**src/sv/oes_pkg.sv**
```systemverilog
// Package for the obstacle escape sequencer.
// Holds register indexes, reset values, the phase type and the register bundle.
// No dependencies.
package oes_pkg;

	localparam int DISTANCE_BITS_DEF = 16;
	localparam int RANGE_W = 16;
	localparam int VEL_W = 16;
	localparam int CFG_ADDR_W = 3;
	localparam int CFG_DATA_W = 16;
	localparam int SPEED_W = 15;
	localparam int TICK_W = 16;
	localparam int M_TDATA_W = 40;

	typedef enum logic [CFG_ADDR_W-1:0] {
		REG_BUMP_DIST  = 3'd0,
		REG_ROBOT_SIZE = 3'd1,
		REG_RANGE_MIN  = 3'd2,
		REG_RANGE_MAX  = 3'd3,
		REG_BACK_TICKS = 3'd4,
		REG_BACK_SPEED = 3'd5,
		REG_TURN_TICKS = 3'd6,
		REG_TURN_RATE  = 3'd7
	} reg_idx_t;

	typedef enum logic [1:0] {
		PH_IDLE    = 2'd0,
		PH_BACKOFF = 2'd1,
		PH_TURN    = 2'd2
	} phase_t;

	typedef struct packed {
		logic [RANGE_W-1:0]       bump_distance_mm;
		logic [RANGE_W-1:0]       robot_size_mm;
		logic [RANGE_W-1:0]       range_min_mm;
		logic [RANGE_W-1:0]       range_max_mm;
		logic [TICK_W-1:0]        backoff_ticks;
		logic [SPEED_W-1:0]       backoff_speed;
		logic [TICK_W-1:0]        turn_ticks;
		logic signed [VEL_W-1:0]  turn_rate;
	} cfg_regs_t;

	localparam logic [RANGE_W-1:0] RST_BUMP_DIST  = 16'd1000;
	localparam logic [RANGE_W-1:0] RST_ROBOT_SIZE = 16'd330;
	localparam logic [RANGE_W-1:0] RST_RANGE_MIN  = 16'd0;
	localparam logic [RANGE_W-1:0] RST_RANGE_MAX  = 16'd65535;
	localparam logic [TICK_W-1:0]  RST_BACK_TICKS = 16'd50;
	localparam logic [SPEED_W-1:0] RST_BACK_SPEED = 15'd500;
	localparam logic [TICK_W-1:0]  RST_TURN_TICKS = 16'd50;
	localparam logic [VEL_W-1:0]   RST_TURN_RATE  = 16'd1500;

endpackage

```
**src/sv/obstacle_escape_sequencer.sv**
```systemverilog
// Obstacle escape sequencer: scan minimum tracker and backoff/turn phase sequencer.
// Depends on oes_pkg and oes_regs.
// A tick beat passes the input register, then the result register, to reach the output.
// Throughput: one beat per cycle; a tick beat waits while an untaken result is held.
// Range beats give no output beat. Reset clears the phase, counters, scan state
// and loads the configuration registers with their default values.
module obstacle_escape_sequencer #(
	parameter int DISTANCE_BITS = oes_pkg::DISTANCE_BITS_DEF
) (
	input  logic                           clk,
	input  logic                           arst_n,
	// input stream
	input  logic                           s_tvalid,
	output logic                           s_tready,
	input  logic [15:0]                    s_tdata,   // [15:0] range_mm
	input  logic                           s_tuser,   // [0] mode (0 range, 1 tick)
	input  logic                           s_tlast,   // scan_end
	// output stream
	output logic                           m_tvalid,
	input  logic                           m_tready,
	output logic [oes_pkg::M_TDATA_W-1:0]  m_tdata,   // [15:0] linear_vel, [31:16] angular_vel,
	                                                   // [33:32] phase, rest zero
	output logic                           m_tuser,   // [0] drive_valid
	// configuration write channel
	input  logic                           cfg_valid,
	output logic                           cfg_ready,
	input  logic [oes_pkg::CFG_ADDR_W-1:0] cfg_addr,
	input  logic [oes_pkg::CFG_DATA_W-1:0] cfg_data
);
	import oes_pkg::*;

	localparam int DW = DISTANCE_BITS;

	cfg_regs_t regs;

	assign cfg_ready = 1'b1;

	oes_regs u_regs (
		.clk     (clk),
		.arst_n  (arst_n),
		.wr_en   (cfg_valid),
		.wr_addr (cfg_addr),
		.wr_data (cfg_data),
		.regs    (regs)
	);

	// input register
	logic               valid_s1;
	logic               mode_s1;
	logic [RANGE_W-1:0] range_s1;
	logic               last_s1;

	// scan and sequencer state
	logic [DW-1:0]      running_min_q;
	logic               scan_open_q;
	logic [DW-1:0]      closest_q;
	logic               scan_seen_q;
	phase_t             phase_q;
	logic [TICK_W-1:0]  ticks_left_q;

	// result register
	logic               out_valid_q;
	logic               out_drive_q;
	logic [VEL_W-1:0]   out_lin_q;
	logic [VEL_W-1:0]   out_ang_q;
	phase_t             out_phase_q;

	logic out_free;
	logic go_s1;
	logic tick_go;
	logic samp_go;

	assign out_free = !out_valid_q || m_tready;
	assign go_s1    = valid_s1 && (!mode_s1 || out_free);
	assign tick_go  = go_s1 && mode_s1;
	assign samp_go  = go_s1 && !mode_s1;
	assign s_tready = !valid_s1 || go_s1;

	always_ff @(posedge clk or negedge arst_n) begin
		if (!arst_n) begin
			valid_s1 <= 1'b0;
		end else if (s_tready) begin
			valid_s1 <= s_tvalid;
		end
	end

	always_ff @(posedge clk) begin
		if (s_tready && s_tvalid) begin
			mode_s1  <= s_tuser;
			range_s1 <= s_tdata;
			last_s1  <= s_tlast;
		end
	end

	// range sample path
	logic [DW-1:0] r_d;
	logic [DW-1:0] start_min;
	logic [DW-1:0] new_min;
	logic          take;

	always_comb begin
		r_d       = DW'(range_s1);
		start_min = scan_open_q ? running_min_q : DW'(regs.range_max_mm);
		take      = (r_d > DW'(regs.range_min_mm)) && (r_d > DW'(regs.robot_size_mm))
			&& (r_d < start_min);
		new_min   = take ? r_d : start_min;
	end

	// tick path
	phase_t            phase_d;
	logic [TICK_W-1:0] ticks_d;
	logic              drive_d;
	logic [VEL_W-1:0]  lin_d;
	logic [VEL_W-1:0]  ang_d;
	logic              more;

	always_comb begin
		phase_d = phase_q;
		ticks_d = ticks_left_q;
		drive_d = 1'b0;
		lin_d   = '0;
		ang_d   = '0;
		more    = ticks_left_q > TICK_W'(1);
		case (phase_q)
			PH_BACKOFF: begin
				if (more) begin
					ticks_d = ticks_left_q - TICK_W'(1);
					drive_d = 1'b1;
					lin_d   = VEL_W'(0) - {1'b0, regs.backoff_speed};
				end else begin
					phase_d = PH_TURN;
					ticks_d = regs.turn_ticks;
				end
			end
			PH_TURN: begin
				if (more) begin
					ticks_d = ticks_left_q - TICK_W'(1);
					drive_d = 1'b1;
					ang_d   = regs.turn_rate;
				end else begin
					phase_d = PH_IDLE;
				end
			end
			default: begin
				// idle, and the unused code behaves as idle
				phase_d = PH_IDLE;
				if (scan_seen_q && (closest_q < DW'(regs.bump_distance_mm))) begin
					phase_d = PH_BACKOFF;
					ticks_d = regs.backoff_ticks;
				end
			end
		endcase
	end

	always_ff @(posedge clk or negedge arst_n) begin
		if (!arst_n) begin
			running_min_q <= '0;
			scan_open_q   <= 1'b0;
			closest_q     <= '0;
			scan_seen_q   <= 1'b0;
			phase_q       <= PH_IDLE;
			ticks_left_q  <= '0;
		end else begin
			if (samp_go) begin
				running_min_q <= new_min;
				scan_open_q   <= !last_s1;
				if (last_s1) begin
					closest_q   <= new_min;
					scan_seen_q <= 1'b1;
				end
			end
			if (tick_go) begin
				phase_q      <= phase_d;
				ticks_left_q <= ticks_d;
			end
		end
	end

	always_ff @(posedge clk or negedge arst_n) begin
		if (!arst_n) begin
			out_valid_q <= 1'b0;
		end else if (tick_go) begin
			out_valid_q <= 1'b1;
		end else if (m_tready) begin
			out_valid_q <= 1'b0;
		end
	end

	always_ff @(posedge clk) begin
		if (tick_go) begin
			out_drive_q <= drive_d;
			out_lin_q   <= lin_d;
			out_ang_q   <= ang_d;
			out_phase_q <= phase_d;
		end
	end

	assign m_tvalid = out_valid_q;
	assign m_tuser  = out_drive_q;
	assign m_tdata  = {6'd0, out_phase_q, out_ang_q, out_lin_q};

endmodule

```
**src/sv/oes_regs.sv**
```systemverilog
// Configuration register file of the obstacle escape sequencer.
// Depends on oes_pkg.
module oes_regs (
	input  logic                         clk,
	input  logic                         arst_n,
	input  logic                         wr_en,
	input  logic [oes_pkg::CFG_ADDR_W-1:0] wr_addr,
	input  logic [oes_pkg::CFG_DATA_W-1:0] wr_data,
	output oes_pkg::cfg_regs_t           regs
);
	import oes_pkg::*;

	cfg_regs_t regs_q;

	always_ff @(posedge clk or negedge arst_n) begin
		if (!arst_n) begin
			regs_q.bump_distance_mm <= RST_BUMP_DIST;
			regs_q.robot_size_mm    <= RST_ROBOT_SIZE;
			regs_q.range_min_mm     <= RST_RANGE_MIN;
			regs_q.range_max_mm     <= RST_RANGE_MAX;
			regs_q.backoff_ticks    <= RST_BACK_TICKS;
			regs_q.backoff_speed    <= RST_BACK_SPEED;
			regs_q.turn_ticks       <= RST_TURN_TICKS;
			regs_q.turn_rate        <= RST_TURN_RATE;
		end else if (wr_en) begin
			case (reg_idx_t'(wr_addr))
				REG_BUMP_DIST:  regs_q.bump_distance_mm <= wr_data;
				REG_ROBOT_SIZE: regs_q.robot_size_mm    <= wr_data;
				REG_RANGE_MIN:  regs_q.range_min_mm     <= wr_data;
				REG_RANGE_MAX:  regs_q.range_max_mm     <= wr_data;
				REG_BACK_TICKS: regs_q.backoff_ticks    <= wr_data;
				REG_BACK_SPEED: regs_q.backoff_speed    <= wr_data[SPEED_W-1:0];
				REG_TURN_TICKS: regs_q.turn_ticks       <= wr_data;
				REG_TURN_RATE:  regs_q.turn_rate        <= wr_data;
				default: ;
			endcase
		end
	end

	assign regs = regs_q;

endmodule
```
**config.mk**
```make
export PLATFORM = sky130hd
export DESIGN_NAME = obstacle_escape_sequencer
export DESIGN_NICKNAME = d
export VERILOG_FILES = /design/src/sv/oes_pkg.sv /design/src/sv/obstacle_escape_sequencer.sv /design/src/sv/oes_regs.sv
export SDC_FILE = /design/constraint.sdc
export NUM_CORES = 1
export LEC_CHECK = 0
export BUFFER_PORTS_ARGS = -buffer_cell sky130_fd_sc_hd__buf_2
export CAP_MARGIN = 20
export CELL_PAD_IN_SITES_DETAIL_PLACEMENT = 1
export CELL_PAD_IN_SITES_GLOBAL_PLACEMENT = 1
export CORE_MARGIN = 2
export CORE_UTILIZATION = 35
export DETAILED_ROUTE_END_ITERATION = 7
export PLACE_DENSITY_LB_ADDON = 0.1
export SLEW_MARGIN = 10
export SYNTH_ARGS = -nofsm -noshare
export SYNTH_HDL_FRONTEND = slang
export SYNTH_SLANG_ARGS = --single-unit
```
**constraint.sdc**
```tcl
create_clock -name clk -period 4.09 [get_ports clk]
set_input_delay 0.2045 -clock clk [delete_from_list [all_inputs] [get_ports clk]]
set_output_delay 0.2045 -clock clk [all_outputs]
set_load 0.01 [all_outputs]
```
==> flow_summary.yaml <==
worst_setup_path:
  worstPathRequired_ns: 4.54
  worstSetupPathType: "reg -> reg"
  crit_fanout: 19
  slowest_stage: "dfrtp_1"
  cpPeakStageDelay_ns: 1.08
  r2r_slack_ns: 0.57
  r2r_start: "scan_open_q$_DFFE_PN0P_"
  r2r_cells: 8
  crit_top_cell: "o21ai_0"
  crit_buf_inv: 0
  crit_chain: "mux2i_1 -> ha_1 -> a21oi_1 -> o21ai_0 -> o31ai_2 -> nand4_4 -> mux2_2 -> o21ai_0"
  cp_top_family: "flip-flops"
  arrival_ns: 3.96
  r2r_end: "closest_q[1]$_DFFE_PN0P_"
  startpoint_type: "register"
  worst_setup_path_end_kind: "register"
power:
  powerDensity_nw_per_um2: 600.6
  p_leak_nw: 5.956
  irDropWorstVdd_mv: 0.3402
drt:
  drt_pass1_iterations: 4
  drt-initial-drc-count: 294
  wire_per_inst_um: 19.44
  drc: 0
  ant_nets: 0
  drt-total-wl_mm: 30.45
  num_vias: 7747
  vias_per_cell: 4.947
final_layout:
  drive_gt1_share_pct: 26.25
  n_antenna_cell: 0
  fin_area_um2: 13530
  fin_nets: 1211
  syn2layout_area_growth_pct: 17.76
timing:
  tightest_slew_ns: 1.119
  drv_slew: 0
  fin_crit_sh_pct: 86.03
  min_period_ns: 3.519
  rsz0062_at_grt: "false"
  finalSetupTns_ns: 0
  max_freq_ghz: 0.2842
  maxSlewHeadroom_pct: 25.39
  hold_viol: 0
  setup_viol: 0
  skew_ns: 0.01051
  fin_hold_ws_ns: 0.02554
synthesis:
  netlist_area_um2: 11490
  syn-mean-instance-area_um2: 11.45
  yosys-top-cells-count: "136 x dfrtp_1, 117 x nand2_1, 92 x mux2_2"
  synth_edf_count: 53
  yosys-top-cells-area: "dfrtp_1 30%, edfxtp_1 14%, dfstp_2 10%"
  syn_inst: 1004
  yosys.area.top_type_share_pct: 29.61
  synthFlopType: "dfrtp_1"
  synth_cell_types: 65
  ys_seq_area_share_pct: 53.74
  synth.most_common_cell: "dfrtp_1"
  ys_ff_latch: 234
  ys_warn_count: 0
  synth-async-reset-ratio_pct: 77.35
  synth_largest_area_cell: "dfrtp_1"
place:
  io_buffers: 78
  place_area_um2: 12350
  dp_hpwl_mm: 20.45
  gp_congestion: 0.7841
floorplanning:
  fp-row-count: 66
  ios: 86
  core-area_um2: 32450
  die_y_um: 185.2
  initial_core_util_pct: 35.42
  die_width_um: 185.2
  die-area_um2: 34300
grt:
  grt_max_degree: 102
  grt_pass1_vias: 8184
  grtUsageTotal_pct: 18.41
  gr-total-overflow: 0
  grt_pass1_wl_mm: 48.24
  grt_antenna_before_repair: 1
worst_hold_path:
  min_to: "u_regs.regs[125]$_DFFE_PN0P_"
  min_path_type: "in -> reg"
  hold_depth: 3
  worstHoldStart: "cfg_data[14]"
clock_tree:
  cts.htree.levels: 1
  cts_tree: "built"
  post_cts_buffers: 0
  clk_latency_ns: 0.54
  clkSlewWorstSetupHoldPaths_ns: 0.06
  clock_sinks: 234
  cts_buffer_depth: 3
  cts-root-buf: "clkbuf_16"
  cts_made_buffers: 28
flow_run:
  maxCapViolCount: 0
run_status:
  status: "completed"
flip-flops by register name, summed over array words and instances, names as in the netlist:
signal and count:
out_phase_q 2, out_lin_q 16, m_tvalid 1, m_tuser 1
running_min_q 16, closest_q 16, phase_q 2, ticks_left_q 16
u_regs.regs 127, r_d 16, scan_seen_q 1, scan_open_q 1
out_ang_q 16, mode_s1 1, valid_s1 1, last_s1 1
power breakdown:
group	total, mW	switching, mW	internal (mW)
Clock	2.57	0.983	1.59
Combinational	2.15	1.20	0.955
Sequential	3.41	0.396	3.01
Total	8.13	2.57	5.55
timing repair:
item,CTS,global route
hold buffers,21,0
endpoints found under the hold margin,84,0
gates resized for setup,0,0
metal layers:
metal	GRT usage [%]	wire, µm
met5	0	13
met3	2.497	816
met1	24.87	14360
met4	4.127	638
met2	31.43	14620
layout by cell type (no fill, tap or decap), drive strengths merged, types with 9 or more instances in the layout:
master / instances
a21oi: 24
a221oi: 13
and2: 17
buf: 88
clkbuf: 41
clkinv: 9
dfrtp: 136
dfstp: 45
dlygate4sd3: 21
edfxtp: 53
ha: 67
inv: 73
mux2: 99
mux2i: 18
nand2: 117
nand2b: 13
nand4: 9
nor2: 35
nor2b: 19
nor3: 17
nor4: 11
o21ai: 98
o31ai: 16
xor2: 15
how the worst max path moves through the flow:
| stage | from | to | cells past startpoint |
|---|---|---|---|
| after floorplan | scan_open_q$_DFFE_PN0P_ | closest_q[10]$_DFFE_PN0P_ | 12 |
| after global placement | scan_open_q$_DFFE_PN0P_ | closest_q[1]$_DFFE_PN0P_ | 8 |
| after detailed placement | scan_open_q$_DFFE_PN0P_ | closest_q[1]$_DFFE_PN0P_ | 8 |
| after CTS | scan_open_q$_DFFE_PN0P_ | closest_q[1]$_DFFE_PN0P_ | 8 |
| after global routing | scan_open_q$_DFFE_PN0P_ | running_min_q[4]$_DFFE_PN0P_ | 9 |
| final | scan_open_q$_DFFE_PN0P_ | closest_q[1]$_DFFE_PN0P_ | 8 |
cells by family after synthesis:
group,count (synthesis),share of synthesized area (%)
AND/OR/NAND/NOR,266,12.09
flip-flops,234,53.74
AO/OA/AOI/OAI,178,9.384
buffers and inverters,120,4.398
multiplexers,117,11.50
adder cells (fa/ha/maj),67,7.294
XOR/XNOR,20,1.524
other,2,0.06534
per-stage QoR:
| step | setup WS, ns | util (%) | std cells | total power [mW] |
|---|---|---|---|---|
| 3_5_place_dp | 0.5318 | 38.05 | 1492 | 5.616 |
| 6_report | 0.5712 | 41.70 | 1566 | 8.129 |
| 4_1_cts | 0.5254 | 41.66 | 1565 | 8.265 |
| 5_1_grt | 0.3052 | 41.70 | 1566 | 8.697 |
| 3_3_place_gp | 0.6025 | 38.01 | 1491 | 5.550 |
| 2_1_floorplan | 1.274 | - | 1009 | 4.930 |
cell type report:
class                      instances  area [µm²]
tap                              442       553.0
clock buffer                      40       828.3
timing repair buffer             110       719.4
inverter                          73       274.0
clock inverter                    12       131.4
sequential                       234        6177
multi-input combinational        655        4851
fill                            3547       18920
worst reg2reg max path, stage by stage (launching register included):
cell	delay (ns)
dfrtp_1	1.08
mux2i_1	0.33
ha_1	0.30
a21oi_1	0.14
o21ai_0	0.11
o31ai_2	0.38
nand4_4	0.47
mux2_2	0.45
o21ai_0	0.16
Power figures use the tool's default switching activity.
